`src/sv/hrbt_pkg.sv`:
```
// shared types, constants and tables of the http request byte tokenizer
`timescale 1ns / 1ps
`default_nettype none
package hrbt_pkg;

	localparam int LENGTH_BITS  = 32;
	localparam int METHOD_COUNT = 8;

	typedef enum logic [3:0] {
		PH_METHOD       = 4'd0,
		PH_AFTER_METHOD = 4'd1,
		PH_URI_PRE      = 4'd2,
		PH_URI          = 4'd3,
		PH_VER_PRE      = 4'd4,
		PH_VERSION      = 4'd5,
		PH_REQ_END      = 4'd6,
		PH_NAME         = 4'd7,
		PH_VAL_OWS      = 4'd8,
		PH_VALUE        = 4'd9,
		PH_BODY         = 4'd10,
		PH_DROP         = 4'd11
	} phase_t;

	typedef enum logic [3:0] {
		ROLE_METHOD  = 4'd0,
		ROLE_SPACE   = 4'd1,
		ROLE_URI     = 4'd2,
		ROLE_VERSION = 4'd3,
		ROLE_EOL     = 4'd4,
		ROLE_NAME    = 4'd5,
		ROLE_VALUE   = 4'd6,
		ROLE_BODY    = 4'd7,
		ROLE_DROP    = 4'd8,
		ROLE_BLANK   = 4'd9
	} role_t;

	typedef enum logic [1:0] {
		ERR_NONE    = 2'd0,
		ERR_METHOD  = 2'd1,
		ERR_VERSION = 2'd2
	} err_t;

	localparam logic [7:0] CH_CR    = 8'h0d;
	localparam logic [7:0] CH_LF    = 8'h0a;
	localparam logic [7:0] CH_SP    = 8'h20;
	localparam logic [7:0] CH_TAB   = 8'h09;
	localparam logic [7:0] CH_COLON = 8'h3a;
	localparam logic [7:0] CH_DOT   = 8'h2e;
	localparam logic [7:0] CH_ZERO  = 8'h30;
	localparam logic [7:0] CH_NINE  = 8'h39;

	// method names padded with spaces past their length
	localparam logic [0:6][7:0] METH_TEXT [8] = '{
		"OPTIONS", "GET    ", "HEAD   ", "POST   ",
		"PUT    ", "DELETE ", "TRACE  ", "CONNECT"
	};
	localparam logic [3:0] METH_LEN [8] = '{
		4'd7, 4'd3, 4'd4, 4'd4, 4'd3, 4'd6, 4'd5, 4'd7
	};

	localparam int          HDR_LEN  = 14;
	localparam logic [0:13][7:0] HDR_TEXT = "content-length";
	localparam int          VER_LEN  = 5;
	localparam logic [0:4][7:0]  VER_TEXT = "HTTP/";

	function automatic logic [7:0] to_lower(input logic [7:0] c);
		logic [7:0] r;
		r = c;
		if (c >= 8'h41 && c <= 8'h5a) begin
			r = c + 8'd32;
		end
		return r;
	endfunction

	function automatic logic is_digit(input logic [7:0] c);
		return (c >= CH_ZERO) && (c <= CH_NINE);
	endfunction

	// clamp the accumulator to the 32-bit result field
	function automatic logic [31:0] sat32(input logic [LENGTH_BITS-1:0] v);
		logic [LENGTH_BITS+31:0] ext;
		logic [31:0] r;
		ext = (LENGTH_BITS + 32)'(v);
		if (ext > (LENGTH_BITS + 32)'(32'hffff_ffff)) begin
			r = 32'hffff_ffff;
		end else begin
			r = ext[31:0];
		end
		return r;
	endfunction

endpackage
`default_nettype wire

```
`src/sv/http_request_byte_tokenizer.sv`:
```
// http request byte tokenizer: tags every byte of a request stream with its role
// One byte in, one result word out, one word per clock sustained while the
// result side does not stall. A word taken on the input channel sits in an
// input register; the parser state and a short decode of that byte (method
// table match, version check, header name compare, a times-ten add for
// content-length) produce the result word, which is loaded into the output
// register once that register is free and is held there until taken. The
// output register frees the input side, so a new byte is taken every cycle as
// long as the result is drained; the input stalls only while a result is held
// and the byte behind it has nowhere to go. request_start clears all
// per-request state before its byte is parsed as the first method byte.
// After an error, or once a request is done, bytes are dropped until the next
// request_start. The content-length accumulator saturates at all ones.
`timescale 1ns / 1ps
`default_nettype none
module http_request_byte_tokenizer (
	input  wire logic        clk,
	input  wire logic        arst_n,
	// input channel
	input  wire logic        in_valid,
	output logic             in_stall,
	input  wire logic [7:0]  data_byte,
	input  wire logic        request_start,
	// result channel
	output logic             out_valid,
	input  wire logic        out_stall,
	output logic [3:0]       byte_role,
	output logic             token_last,
	output logic [3:0]       method_code,
	output logic [3:0]       version_major,
	output logic [3:0]       version_minor,
	output logic [31:0]      body_length,
	output logic [1:0]       error_code,
	output logic             request_done
);
	import hrbt_pkg::*;

	// handshake / pipeline control
	logic       valid_s1;
	logic [7:0] data_s1;
	logic       start_s1;
	logic       out_valid_q;
	logic       out_load;
	logic       advance;

	// parser state
	phase_t                  phase_q,   phase_d;
	logic [METHOD_COUNT-1:0] cand_q,    cand_d;
	logic [2:0]              mpos_q,    mpos_d;
	logic [3:0]              method_q,  method_d;
	logic [2:0]              vpos_q,    vpos_d;
	logic [3:0]              major_q,   major_d;
	logic [3:0]              minor_q,   minor_d;
	logic [3:0]              nidx_q,    nidx_d;
	logic                    nmatch_q,  nmatch_d;
	logic                    lenseen_q, lenseen_d;
	logic [LENGTH_BITS-1:0]  acc_q,     acc_d;
	logic [LENGTH_BITS-1:0]  remain_q,  remain_d;
	logic                    empty_q,   empty_d;
	err_t                    err_q,     err_d;

	// per-byte outputs
	role_t role_c;
	logic  last_c;
	logic  done_c;

	// result register
	role_t       role_q;
	logic        last_q;
	logic [3:0]  method_out_q;
	logic [3:0]  major_out_q;
	logic [3:0]  minor_out_q;
	logic [31:0] length_out_q;
	err_t        err_out_q;
	logic        done_q;

	// output register empties or is taken this cycle
	assign out_load = !out_valid_q || !out_stall;
	assign advance  = valid_s1 && out_load;
	// the input register moves on whenever its word advances
	assign in_stall = valid_s1 && !out_load;

	always_ff @(posedge clk or negedge arst_n) begin
		if (!arst_n) begin
			valid_s1 <= 1'b0;
		end else if (!in_stall) begin
			valid_s1 <= in_valid;
		end
	end

	always_ff @(posedge clk) begin
		if (in_valid && !in_stall) begin
			data_s1  <= data_byte;
			start_s1 <= request_start;
		end
	end

	// next-state and per-byte decode
	always_comb begin
		phase_t                  ph;
		logic [METHOD_COUNT-1:0] cand;
		logic [2:0]              mpos;
		logic [2:0]              vpos;
		logic [LENGTH_BITS-1:0]  acc;
		logic [LENGTH_BITS+3:0]  acc10;
		logic [METHOD_COUNT-1:0] keep;
		logic [3:0]              hit;
		logic [7:0]              b;
		logic                    cr;
		logic                    lf;
		logic                    sp;
		logic                    dig;
		logic                    ver_fail;
		logic                    do_ver;
		logic                    do_val;
		logic                    line_end;

		b  = data_s1;
		cr = (b == CH_CR);
		lf = (b == CH_LF);
		sp = (b == CH_SP);
		dig = is_digit(b);
		ver_fail = 1'b0;
		do_ver   = 1'b0;
		do_val   = 1'b0;
		line_end = 1'b0;
		keep = '0;
		hit  = 4'd0;

		// request_start wipes the request before this byte is parsed
		if (start_s1) begin
			ph        = PH_METHOD;
			cand      = '1;
			mpos      = 3'd0;
			method_d  = 4'd0;
			vpos      = 3'd0;
			major_d   = 4'd0;
			minor_d   = 4'd0;
			lenseen_d = 1'b0;
			acc       = '0;
			remain_d  = '0;
			err_d     = ERR_NONE;
			nidx_d    = 4'd0;
			nmatch_d  = 1'b1;
			empty_d   = 1'b1;
		end else begin
			ph        = phase_q;
			cand      = cand_q;
			mpos      = mpos_q;
			method_d  = method_q;
			vpos      = vpos_q;
			major_d   = major_q;
			minor_d   = minor_q;
			lenseen_d = lenseen_q;
			acc       = acc_q;
			remain_d  = remain_q;
			err_d     = err_q;
			nidx_d    = nidx_q;
			nmatch_d  = nmatch_q;
			empty_d   = empty_q;
		end

		phase_d = ph;
		cand_d  = cand;
		mpos_d  = mpos;
		vpos_d  = vpos;
		acc_d   = acc;
		role_c  = ROLE_DROP;
		last_c  = 1'b0;
		done_c  = 1'b0;

		// parallel compare against every method name still in the running
		for (int i = METHOD_COUNT - 1; i >= 0; i--) begin
			if (cand[i] && ({1'b0, mpos} < METH_LEN[i]) && (METH_TEXT[i][mpos] == b)) begin
				if ({1'b0, mpos} + 4'd1 == METH_LEN[i]) begin
					hit = 4'(i + 1);
				end else begin
					keep[i] = 1'b1;
				end
			end
		end

		// times ten plus digit, saturating
		acc10 = ({4'd0, acc} << 3) + ({4'd0, acc} << 1) + (LENGTH_BITS + 4)'(b - CH_ZERO);

		unique case (ph)
			PH_METHOD: begin
				if (hit != 4'd0) begin
					method_d = hit;
					role_c   = ROLE_METHOD;
					last_c   = 1'b1;
					phase_d  = PH_AFTER_METHOD;
				end else if (keep == '0) begin
					err_d   = ERR_METHOD;
					phase_d = PH_DROP;
				end else begin
					role_c = ROLE_METHOD;
					cand_d = keep;
					mpos_d = mpos + 3'd1;
				end
			end
			PH_AFTER_METHOD: begin
				if (sp) begin
					role_c  = ROLE_SPACE;
					phase_d = PH_URI_PRE;
				end else begin
					err_d   = ERR_METHOD;
					phase_d = PH_DROP;
				end
			end
			PH_URI_PRE: begin
				if (sp) begin
					role_c = ROLE_SPACE;
				end else if (cr || lf) begin
					err_d   = ERR_VERSION;
					phase_d = PH_DROP;
				end else begin
					role_c  = ROLE_URI;
					phase_d = PH_URI;
				end
			end
			PH_URI: begin
				if (sp) begin
					role_c  = ROLE_SPACE;
					last_c  = 1'b1;
					phase_d = PH_VER_PRE;
				end else if (cr || lf) begin
					err_d   = ERR_VERSION;
					phase_d = PH_DROP;
				end else begin
					role_c = ROLE_URI;
				end
			end
			PH_VER_PRE: begin
				if (sp) begin
					role_c = ROLE_SPACE;
				end else begin
					phase_d = PH_VERSION;
					do_ver  = 1'b1;
				end
			end
			PH_VERSION: begin
				do_ver = 1'b1;
			end
			PH_REQ_END: begin
				if (sp) begin
					role_c = ROLE_SPACE;
				end else if (cr) begin
					role_c = ROLE_EOL;
				end else if (lf) begin
					role_c   = ROLE_EOL;
					last_c   = 1'b1;
					phase_d  = PH_NAME;
					nidx_d   = 4'd0;
					nmatch_d = 1'b1;
					empty_d  = 1'b1;
				end else begin
					err_d   = ERR_VERSION;
					phase_d = PH_DROP;
				end
			end
			PH_NAME: begin
				if (cr) begin
					role_c = empty_d ? ROLE_BLANK : ROLE_EOL;
				end else if (lf) begin
					line_end = 1'b1;
				end else if (b == CH_COLON) begin
					role_c  = ROLE_NAME;
					last_c  = 1'b1;
					empty_d = 1'b0;
					phase_d = PH_VAL_OWS;
					if (nmatch_d && nidx_d == 4'(HDR_LEN)) begin
						// only the first content-length header counts
						if (lenseen_d) begin
							nmatch_d = 1'b0;
						end else begin
							lenseen_d = 1'b1;
							acc_d     = '0;
						end
					end else begin
						nmatch_d = 1'b0;
					end
				end else begin
					role_c  = ROLE_NAME;
					empty_d = 1'b0;
					if (nmatch_d) begin
						if (nidx_d < 4'(HDR_LEN) && to_lower(b) == HDR_TEXT[nidx_d]) begin
							nidx_d = nidx_d + 4'd1;
						end else begin
							nmatch_d = 1'b0;
						end
					end
				end
			end
			PH_VAL_OWS: begin
				if (sp || b == CH_TAB) begin
					role_c = ROLE_SPACE;
				end else if (cr) begin
					role_c = ROLE_EOL;
				end else if (lf) begin
					line_end = 1'b1;
				end else begin
					phase_d = PH_VALUE;
					do_val  = 1'b1;
				end
			end
			PH_VALUE: begin
				if (cr) begin
					role_c   = ROLE_EOL;
					nmatch_d = 1'b0;
				end else if (lf) begin
					line_end = 1'b1;
				end else begin
					do_val = 1'b1;
				end
			end
			PH_BODY: begin
				role_c   = ROLE_BODY;
				remain_d = remain_d - 1'b1;
				if (remain_d == '0) begin
					last_c  = 1'b1;
					done_c  = 1'b1;
					phase_d = PH_DROP;
				end
			end
			default: begin
				role_c  = ROLE_DROP;
				phase_d = PH_DROP;
			end
		endcase

		// HTTP/d.d, one character per byte
		if (do_ver) begin
			role_c = ROLE_VERSION;
			if (vpos < 3'(VER_LEN)) begin
				ver_fail = (b != VER_TEXT[vpos]);
			end else if (vpos == 3'd5) begin
				ver_fail = !dig;
				if (dig) begin
					major_d = b[3:0];
				end
			end else if (vpos == 3'd6) begin
				ver_fail = (b != CH_DOT);
			end else begin
				ver_fail = !dig;
				if (dig) begin
					minor_d = b[3:0];
					last_c  = 1'b1;
					phase_d = PH_REQ_END;
				end
			end
			if (ver_fail) begin
				role_c  = ROLE_DROP;
				err_d   = ERR_VERSION;
				phase_d = PH_DROP;
			end else begin
				vpos_d = vpos + 3'd1;
			end
		end

		// header value byte, digits feed the length while the name matched
		if (do_val) begin
			role_c  = ROLE_VALUE;
			empty_d = 1'b0;
			if (nmatch_d && nidx_d == 4'(HDR_LEN)) begin
				if (dig) begin
					if (acc10[LENGTH_BITS+3:LENGTH_BITS] != 4'd0) begin
						acc_d = '1;
					end else begin
						acc_d = acc10[LENGTH_BITS-1:0];
					end
				end else begin
					nmatch_d = 1'b0;
				end
			end
		end

		// lf in the header section: blank line ends it
		if (line_end) begin
			last_c = 1'b1;
			if (empty_d) begin
				role_c = ROLE_BLANK;
				if (lenseen_d && acc_d != '0) begin
					remain_d = acc_d;
					phase_d  = PH_BODY;
				end else begin
					done_c  = 1'b1;
					phase_d = PH_DROP;
				end
			end else begin
				role_c  = ROLE_EOL;
				phase_d = PH_NAME;
			end
			nidx_d   = 4'd0;
			nmatch_d = 1'b1;
			empty_d  = 1'b1;
		end
	end

	// parser state register
	always_ff @(posedge clk or negedge arst_n) begin
		if (!arst_n) begin
			phase_q   <= PH_METHOD;
			cand_q    <= '1;
			mpos_q    <= 3'd0;
			method_q  <= 4'd0;
			vpos_q    <= 3'd0;
			major_q   <= 4'd0;
			minor_q   <= 4'd0;
			nidx_q    <= 4'd0;
			nmatch_q  <= 1'b1;
			lenseen_q <= 1'b0;
			acc_q     <= '0;
			remain_q  <= '0;
			empty_q   <= 1'b1;
			err_q     <= ERR_NONE;
		end else if (advance) begin
			phase_q   <= phase_d;
			cand_q    <= cand_d;
			mpos_q    <= mpos_d;
			method_q  <= method_d;
			vpos_q    <= vpos_d;
			major_q   <= major_d;
			minor_q   <= minor_d;
			nidx_q    <= nidx_d;
			nmatch_q  <= nmatch_d;
			lenseen_q <= lenseen_d;
			acc_q     <= acc_d;
			remain_q  <= remain_d;
			empty_q   <= empty_d;
			err_q     <= err_d;
		end
	end

	// result register
	always_ff @(posedge clk or negedge arst_n) begin
		if (!arst_n) begin
			out_valid_q <= 1'b0;
		end else if (out_load) begin
			out_valid_q <= valid_s1;
		end
	end

	always_ff @(posedge clk) begin
		if (advance) begin
			role_q       <= role_c;
			last_q       <= last_c;
			method_out_q <= method_d;
			major_out_q  <= major_d;
			minor_out_q  <= minor_d;
			length_out_q <= sat32(acc_d);
			err_out_q    <= err_d;
			done_q       <= done_c;
		end
	end

	assign out_valid     = out_valid_q;
	assign byte_role     = role_q;
	assign token_last    = last_q;
	assign method_code   = method_out_q;
	assign version_major = major_out_q;
	assign version_minor = minor_out_q;
	assign body_length   = length_out_q;
	assign error_code    = err_out_q;
	assign request_done  = done_q;

	// a flagged error always comes with a dropped byte
	assert property (@(posedge clk) disable iff (!arst_n)
		out_valid && error_code != ERR_NONE |-> byte_role == ROLE_DROP)
		else $error("error word not tagged as dropped");

	// completion only on an error-free request, and it closes a token
	assert property (@(posedge clk) disable iff (!arst_n)
		out_valid && request_done |-> error_code == ERR_NONE && token_last)
		else $error("request done with error or without token end");

	// body phase never holds a spent count
	assert property (@(posedge clk) disable iff (!arst_n)
		phase_q == PH_BODY |-> remain_q != '0)
		else $error("body phase with zero bytes left");

	// a stalled result word is not overwritten
	assert property (@(posedge clk) disable iff (!arst_n)
		out_valid && out_stall |=> out_valid && $stable(byte_role) && $stable(body_length))
		else $error("stalled result word changed");

endmodule
`default_nettype wire

```
`config.mk`:
```
export PLATFORM = sky130hd
export DESIGN_NAME = http_request_byte_tokenizer
export DESIGN_NICKNAME = d
export VERILOG_FILES = /design/src/sv/hrbt_pkg.sv /design/src/sv/http_request_byte_tokenizer.sv
export SDC_FILE = /design/constraint.sdc
export NUM_CORES = 1
export LEC_CHECK = 0
export BUFFER_PORTS_ARGS = -buffer_cell sky130_fd_sc_hd__buf_2
export CORE_MARGIN = 3
export CORE_UTILIZATION = 45
export CTS_BUF_LIST = sky130_fd_sc_hd__clkbuf_4
export CTS_CLUSTER_DIAMETER = 200
export DETAILED_ROUTE_END_ITERATION = 8
export GPL_ROUTABILITY_DRIVEN = 0
export GPL_TIMING_DRIVEN = 0
export SETUP_SLACK_MARGIN = 0.2
export SKIP_LAST_GASP = 1
export SLEW_MARGIN = 20
export SYNTH_ARGS = -nofsm -noshare
export SYNTH_HDL_FRONTEND = slang
export SYNTH_SLANG_ARGS = --single-unit
```
`constraint.sdc`:
```
create_clock -name clk -period 8.16 [get_ports clk]
set_input_delay 1.632 -clock clk [delete_from_list [all_inputs] [get_ports clk]]
set_output_delay 1.632 -clock clk [all_outputs]
set_load 0.05 [all_outputs]
```
* After elaboration in Yosys (flattened, before gate mapping) *
Memory sizes are Yosys's and may differ from the RTL's.
Cells that the tools add are included.

storage, ports and cells
  bits in registers = 166
  memories = 10
  bits in read-only memories = 704
  output and inout bits = 54
  input bits = 13
  word-level logic and storage cells = 370

cells by class
  bitwise operators = 3
  magnitude comparators = 14
  equality and inequality tests = 35
  muxes and demuxes = 230
  reductions and logical operators = 43
  add/subtract/negate cells = 9

memories
  name             words  bits a word  rd ports  clocked after Yosys merged registers in  wr ports  line                                source
  (no name shown)  16     8            1         0                                        0         http_request_byte_tokenizer.sv:287  if (nidx_d < 4'(HDR_LEN) && to_lower(b) == HDR_TEXT[nidx_d]) begin
  (no name shown)  8      8            1         0                                        0         http_request_byte_tokenizer.sv:336  ver_fail = (b != VER_TEXT[vpos]);
  (no name shown)  8      8            1         0                                        0         http_request_byte_tokenizer.sv:174  if (cand[i] && ({1'b0, mpos} < METH_LEN[i]) && (METH_TEXT[i][mpos] == b)) begin
  (no name shown)  8      8            1         0                                        0         http_request_byte_tokenizer.sv:174
  (no name shown)  8      8            1         0                                        0         http_request_byte_tokenizer.sv:174
  (no name shown)  8      8            1         0                                        0         http_request_byte_tokenizer.sv:174
  +4 memories      n/a    n/a          n/a       n/a                                      n/a       n/a

operators by type and width
  kind                   count
  $mux 32                16
  $mux 4                 85
  $mux 8                 30
  $eq 8x8->1             9
  $mux 1                 71
  $pmux 4 s10            1
  $add 35x33->36         1
  $add 36x36->36         1
  $eq 4x3->1 const B     8
  $logic_not 32->1       1
  $pmux 4 s8             1
  $reduce_bool 32->1     1
  $sub 32x1->32 const B  1
  $logic_and 1x1->1      25
  $eq 8x4->1 const B     3
  $mux 2                 11
  $mux 3                 7
  $eq 4x4->1 const B     5
  $eq 8x6->1 const B     2
  $lt 3x3->1 const B     5
  $eq 4x2->1 const B     3
  $sub 8x6->9 const B    1
  $add 8x6->8 const B    1
  $ge 4x4->1 const B     2
  27 further kinds       43

* Logic depth before layout (Yosys ltp) *
Gate-level depths: netlist of run 1.

  depth after elaboration = 32
  gate-level depth with buffers = 26
  depth with buffers taken out = 17

* Worst setup path before layout of run 1 *
OpenSTA, ideal clock, no wires.

  path type = flip-flop to flip-flop
  start point = register data_s1[6]
  end point = register acc_q[17]
  path buffers = 3
  cell stages (with the launch flop) = 17
  data arrival time = 8,075 ps
  clock period less this slack = 8,200 ps
  data required time = 8,035 ps
  setup time = 125 ps
  slack = -40 ps
  cells stage by stage = edfxtp_1 clkbuf_1 nor3_1 fa_1 ha_1 clkbuf_1 a21oi_1 o21ai_0 a2111oi_0 a211o_1 or3_1 nand4_1 nand4b_1 clkbuf_1 o21ai_0 o21ai_0 mux2_2

on the way
  word-level cells in the longest chain between the ends = 20
  elaborated cells between the ends (all ways) = 57
  those cells by class = add/sub: 3; order compare: 4; eq/ne: 7; mux: 37; reduce/logical: 6

RTL lines
  element                                   line                                source
  start, declared                           http_request_byte_tokenizer.sv:40   logic [7:0] data_s1;
  start signal, assigned                    http_request_byte_tokenizer.sv:93   data_s1 <= data_byte;
  $ge 8x7->1 or $le 8x7->1 (tied branches)  hrbt_pkg.sv:69                      if (c >= 8'h41 && c <= 8'h5a) begin
  $logic_and 1x1->1                         hrbt_pkg.sv:69
  $mux 8                                    hrbt_pkg.sv:69
  $mux 8                                    http_request_byte_tokenizer.sv:286  if (nmatch_d) begin
  $mux 8                                    http_request_byte_tokenizer.sv:267  end else if (b == CH_COLON) begin
  $mux 8                                    http_request_byte_tokenizer.sv:265  end else if (lf) begin
  $mux 8                                    http_request_byte_tokenizer.sv:263  if (cr) begin
  $mux 8                                    http_request_byte_tokenizer.sv:186  unique case (ph)
  (+5 left out)                             n/a
  $mux 4                                    http_request_byte_tokenizer.sv:265
  $mux 4                                    http_request_byte_tokenizer.sv:263
  $pmux 4 s2                                http_request_byte_tokenizer.sv:186
  $eq 4x4->1                                http_request_byte_tokenizer.sv:365  if (nmatch_d && nidx_d == 4'(HDR_LEN)) begin
  $logic_and 1x1->1                         http_request_byte_tokenizer.sv:365
  $mux 32                                   http_request_byte_tokenizer.sv:365
  $mux 32 (*)                               http_request_byte_tokenizer.sv:362  if (do_val) begin
  named net acc_d[17]                       http_request_byte_tokenizer.sv:57   logic [LENGTH_BITS-1:0] acc_q, acc_d;
  end signal, assigned                      http_request_byte_tokenizer.sv:413  acc_q <= '0;
  end signal, assigned                      http_request_byte_tokenizer.sv:428  acc_q <= acc_d;
  end, declared                             http_request_byte_tokenizer.sv:57

Mark *: on every way through the listed nets, which the timed path passes. The rest lies on a longest branch. The select of a mux whose other input is x is not followed.
A chain may end at the register's enable or synchronous reset.

* Worst setup path after layout of run 1 *
  start point = register start_s1
  end point = register length_out_q[0] (netlist: body_length[0]), data pin

on the way
  word-level cells in the longest chain between the ends = 17
  elaborated cells between the ends (all ways) = 56
  those cells by class = add/sub: 3; order compare: 1; eq/ne: 7; mux: 39; bitwise: 1; reduce/logical: 4; memory: 1

RTL lines
  element                                                                  line                                source
  start, declared                                                          http_request_byte_tokenizer.sv:41   logic start_s1;
  start signal, assigned                                                   http_request_byte_tokenizer.sv:94   start_s1 <= request_start;
  parallel branches: the longest is 16 deep, another holds $add 35x33->36  n/a
  $mux 32 (*)                                                              http_request_byte_tokenizer.sv:362
  named net acc_d[0]                                                       http_request_byte_tokenizer.sv:57
  end signal, assigned                                                     http_request_byte_tokenizer.sv:451  length_out_q <= sat32(acc_d);
  end, declared                                                            http_request_byte_tokenizer.sv:73   logic [31:0] length_out_q;

Mark *: on every way through the listed nets, which the timed path passes. The select of a mux whose other input is x is not followed.

==> flow_summary.toml, run 1 <==
[clock_network]
cts.clk_slew.worst_paths_ns = 0.17
cts_root_buf = "clkbuf_4"
worstSkewPairLatency_ns = 0.62
cts_buffers = 17
cts_tree = "built"
cts-htree-levels = 4
cts_sinks = 166
cts_max_path_buffers = 2

[logic_synthesis]
yosysTopAreaCell = "dfrtp_1"
synthCells = 1739
synth-edff-count = 61
synth_warnings = 0
async_flop_share_pct = 63.3
ys_ff_latch = 166
avgSynthCellArea_um2 = 8.14
syn-num-nets = 1848
yosysTopAreaCellShare_pct = 16.8
ys_top_cells_by_area = "dfrtp_1 17%, edfxtp_1 13%, nand2_1 6.6%, ha_1 5.7%, fa_1 4.4%"
synth_cell_type_count = 84
ys_seq_area_share_pct = 31.6
synth-main-ff-cell = "dfrtp_1"
netlist_area_um2 = 14200

[global_routing]
grt_overflow = 0
grt_usage_pct = 30.0
antenna_found_initial = 2
grt_max_degree = 69
grt_pass1_wl_um = 78600
grt_pass1_vias = 13329

[drt]
dr.pass1.iters = 9
drt_wl_total_um = 50800
drc = 0
wl_per_cell_um = 22.7
ant_nets = 0
first_iter_violations = 2010
via_per_inst = 6.38
vias = 14292

[power]
peakVddDrop_v = 0.0000815
power_uw = 2310
powerDensity_nw_per_um2 = 149
cellLeakagePower_uw = 0.00679

[placement]
place_hpwl_um = 38300
io_buffers = 66
place_area_um2 = 15100
pre_cts_ws_ns = -2.04

[flow_run]
drv_cap = 0

[floorplan]
fp.dieH_um = 183
row_count = 64
core-area_um2 = 30800
dieArea_um2 = 33600
io_pins = 67
die_w_um = 183
start_util_pct = 45.9

[critical_path]
cp.required_ns = 8.53
worstSetupPathType = "flip-flop to flip-flop"
worstPathArrival_ns = 8.07
crit_path_start_kind = "flip-flop"
cp_max_fo = 10
end_kind = "flip-flop"

[timing]
tightest_slew_ns = 1.02
final-setup-viol-count = 0
period_share_pct = 94.3
max-slew-margin-rel_pct = 31.5
worst_slack_ns = 0.462
fmax_ghz = 0.130
slew_violations = 0
period_needed_ns = 7.70
hold_slack_ns = 0.486
skew_ns = 0.0269
hold_viol = 0
rsz0062_at_grt = "false"

[layout]
synthToLayoutAreaGrowth_pct = 9.49
final_common_cell = "nand2_1"
final_cell_mix = "250 x nand2_1, 164 x nor2_1, 121 x o21ai_0, 112 x a21oi_1, 95 x dfrtp_1"
regArea_um2 = 4470
final_util_pct = 50.3
fin_area_um2 = 15500
fin_nets = 1940
drive_above_1_share_pct = 10.4
num-fill-cells = 2985
multiInputGateArea_um2 = 9050

[worst_hold_path]
hold_path_class = "flip-flop to flip-flop"

[run_status]
outcome = "completed"
[routing by layer]
metal	global-route usage, %	part of all wire (%)	vias up
met5	0	0	-
met1	44.6	44	6799
li1	-	-	6523
met4	11.4	3.8	0
met3	5.55	10	132
met2	43.4	42	838
[path summary, 6_finish.rpt]
path	slack [ns]	to	depth (start not counted)	from
min reg2reg	0.49	empty_q	2	empty_q
max reg2reg	0.46	body_length[0]	27	start_s1
min in group asynchronous	0.90	method_q[1]	1	arst_n
max	0.46	body_length[0]	27	start_s1
min	0.49	empty_q	2	empty_q
max in group asynchronous	6.52	remain_q[31]	2	arst_n
[registers in the layout (all words and copies together) (netlist names), 2 cells and up]
| name | flops |
|---|---|
| version_major | 4 |
| nidx_q | 4 |
| minor_q | 4 |
| mpos_q | 3 |
| vpos_q | 3 |
| remain_q | 32 |
| body_length | 32 |
| data_s1 | 8 |
| major_q | 4 |
| version_minor | 4 |
| error_code | 2 |
| err_q | 2 |
| cand_q | 8 |
| phase_q | 4 |
| method_q | 4 |
| method_code | 4 |
| byte_role | 4 |
| acc_q | 32 |
[critical path, cell delays in order (launching register included)]
cell,delay [ns]
edfxtp_1,0.51
buf_2,0.31
clkbuf_4,0.31
clkbuf_4,0.29
clkbuf_4,0.29
buf_2,0.29
clkbuf_2,0.32
clkbuf_4,0.32
buf_2,0.32
buf_4,0.31
clkbuf_2,0.29
nor2b_1,0.13
fa_1,0.48
ha_1,0.30
clkbuf_2,0.18
a21o_1,0.20
a31o_2,0.21
a221oi_1,0.38
nand3b_1,0.26
a41oi_1,0.31
xor2_1,0.22
nand4b_1,0.12
buf_4,0.18
clkbuf_2,0.21
nor2_1,0.14
nor2_1,0.05
a31oi_1,0.29
inv_1,0.16
[Yosys cell counts, types with 26 or more instances]
cell,count
inv_1,60
a21oi_1,112
nand2_1,250
nand3_1,46
dfrtp_1,95
clkbuf_1,89
nor2_1,165
o21ai_0,122
nand4_1,28
edfxtp_1,61
xnor2_1,26
nor2b_1,49
ha_1,65
xor2_1,32
nor3_1,45
fa_1,31
a31oi_1,34
nor4_1,33
[final cells by class]
class	count	share of cell area [%]
Clock buffer	18	0.872
Sequential cell	166	28.9
Buffer	115	3.16
Tap cell	396	3.20
Multi-Input combinational cell	1397	58.4
Inverter	61	1.48
Clock inverter	14	1.06
Timing Repair Buffer	73	2.95
Antenna cell	1	0.0162
[kinds of logic (layout without fill, tap and decap cells)]
kind of cell	Yosys count	count (layout)	synth area share [%]
xor+xnor	58	58	3.59
compound gates	477	477	21.9
other cells	0	1	0
mux	38	38	2.81
flops	166	166	31.6
simple gates	728	728	25.1
fa+ha+maj	96	96	10.1
buf+inv	176	281	4.84
[where the power goes]
part | leakage [µW] | switching, µW | internal (µW)
Clock | 0.000158 | 352 | 194
Combinational | 0.00465 | 531 | 234
Sequential | 0.00199 | 64.5 | 937
[per-stage QoR]
step / setup TNS [ns] / std cells
finish: 0 / 2241
global route: 0 / 2241
CTS: 0 / 2240
detailed placement: -140.96 / 2206
global placement: -136.94 / 2201
floorplan: 0 / 1739
[timing repair]
item / in CTS / in global routing
setup endpoints to repair: 85 / 85
resized for setup: 20 / 18
gates cloned: 0 / 0
pin swaps: 1 / 0
hold buffers: 0 / 0
buffers inserted: 2 / 0
Note: power is estimated with default switching activity, not from simulation.
==> run 2, diff against run 1 <==
Settings changed: BUFFER_PORTS_ARGS -buffer_cell sky130_fd_sc_hd__buf_2 to -buffer_cell sky130_fd_sc_hd__buf_4.
==> run 2 against run 1 <==
  * The flow now finishes with violations (DRC)
  * Register-to-register slack better by 0.16 ns
  * Routed wire length up 0.25%
  * Critical path depth down 1
  * Combinational power up 1%
  * Cell count unchanged
  * Hold slack worse by 0.0061 ns
  * Die area unchanged
  * Clock power down 4.0%
  * Largest cell class unchanged
  * Largest power group unchanged
  * Highest routed layer unchanged
==> flow_summary.toml, run 2 (synthesis results as in run 1) <==
[drt]
via_per_inst = 6.40
vias = 14344
first_iter_violations = 2053
drt_wl_total_um = 50900
ant_nets = 0
drc = 1
dr.pass1.iters = 9
wl_per_cell_um = 22.7

[global_routing]
antenna_found_initial = 1
grt_pass1_wl_um = 79000
grt_overflow = 0
grt_pass1_vias = 13454
grt_max_degree = 65
grt_usage_pct = 30.1

[layout]
final_common_cell = "nand2_1"
drive_above_1_share_pct = 10.2
fin_nets = 1940
final_cell_mix = "250 x nand2_1, 164 x nor2_1, 121 x o21ai_0, 112 x a21oi_1, 95 x dfrtp_1"
final_util_pct = 50.8
synthToLayoutAreaGrowth_pct = 10.6

[critical_path]
cpMaxStageDelayCell = "edfxtp_1"
cp.required_ns = 8.56
end_kind = "flip-flop"
cp_max_fo = 19
worstSetupPathType = "flip-flop to flip-flop"
crit_path_start_kind = "flip-flop"
worstPathArrival_ns = 7.93
cpPeakStageDelay_ns = 0.51

[power]
cellLeakagePower_uw = 0.00683
peakVddDrop_v = 0.000105
powerDensity_nw_per_um2 = 147

[timing]
rsz0062_at_grt = "false"
hold_viol = 0
period_needed_ns = 7.53
skew_ns = 0.0366
period_share_pct = 92.3
worst_slack_ns = 0.627
slew_violations = 0
tightest_slew_ns = 1.14
final-setup-viol-count = 0
max-slew-margin-rel_pct = 23.5
fmax_ghz = 0.133

[run_status]
outcome = "finished, violations left"
violations = "DRC"

[placement]
io_buffers = 66
pre_cts_ws_ns = -2.09
place_hpwl_um = 38500

[clock_network]
cts_root_buf = "clkbuf_4"
cts-htree-levels = 4
cts.clk_slew.worst_paths_ns = 0.16
cts_sinks = 166
cts_max_path_buffers = 2
cts_tree = "built"
cts_buffers = 17
cts_hold_buffers = 0
worstSkewPairLatency_ns = 0.65

[floorplan]
core-area_um2 = 30800
io_pins = 67
row_count = 64
start_util_pct = 45.9
fp.dieH_um = 183
die_w_um = 183
dieArea_um2 = 33600

[worst_hold_path]
hold_path_class = "flip-flop to flip-flop"

[flow_run]
drv_cap = 0
[run 2: final timing paths]
path | start | to | slack, ns | depth (start not counted)
max | start_s1 | body_length[0] | 0.63 | 26
min | empty_q | empty_q | 0.48 | 2
max reg2reg | start_s1 | body_length[0] | 0.63 | 26
min reg2reg | empty_q | empty_q | 0.48 | 2
max in group asynchronous | arst_n | empty_q | 6.53 | 2
min in group asynchronous | arst_n | method_q[0] | 0.88 | 1
[run 2: routing by layer]
layer | GRT usage (%) | up-vias | wire length, µm | part of all wire, %
met2 | 43.3 | 863 | 21200 | 42
met4 | 10.6 | 0 | 1790 | 3.5
li1 | - | 6517 | - | -
met1 | 45.3 | 6836 | 22600 | 44
met3 | 5.37 | 128 | 5300 | 10
met5 | 0 | - | 0 | 0
[run 2: area by class of cell]
class                      count  area, µm²
antenna                        1       2.50
buffer                       114        479
clock buffer                  18        135
clock inverter                14        150
fill                        3017      15200
inverter                      61        229
multi-input combinational   1397       9060
sequential                   166       4470
tap                          396        495
timing repair buffer          74        627
[run 2: stage by stage]
stage	cell area [µm²]	power, µW	TNS (ns)	hold slack, ns	std cells
after floorplan	14200	1530	0	0.442	1739
after CTS	15600	2290	0	0.480	2240
final	15600	2300	0	0.480	2241
after detailed placement	15300	1760	-145.20	0.459	2206
after global routing	15600	2410	0	0.512	2241
after global placement	15100	1750	-143.58	0.454	2201
[run 2: timing repair]
action | 4_1_cts | 5_1_grt
setup buffers | 3 | 0
pin swaps | 1 | 0
resized for setup | 13 | 18
setup endpoints to repair | 85 | 85
[run 2: critical path: cells and delay by family (launching register included)]
kind	cells	cell delay [ns]
buffers and inverters	13	3.68
AND/OR/NAND/NOR	8	1.63
adder cells (fa/ha/maj)	2	0.77
flip-flops	1	0.51
AO/OA/AOI/OAI	2	0.44
XOR/XNOR	1	0.23
[run 2: where the power goes]
group          total, µW  switching [µW]  internal [µW]
Clock                524             336            188
Sequential          1000            64.7            937
Combinational        776             530            246
Total               2300             931           1370
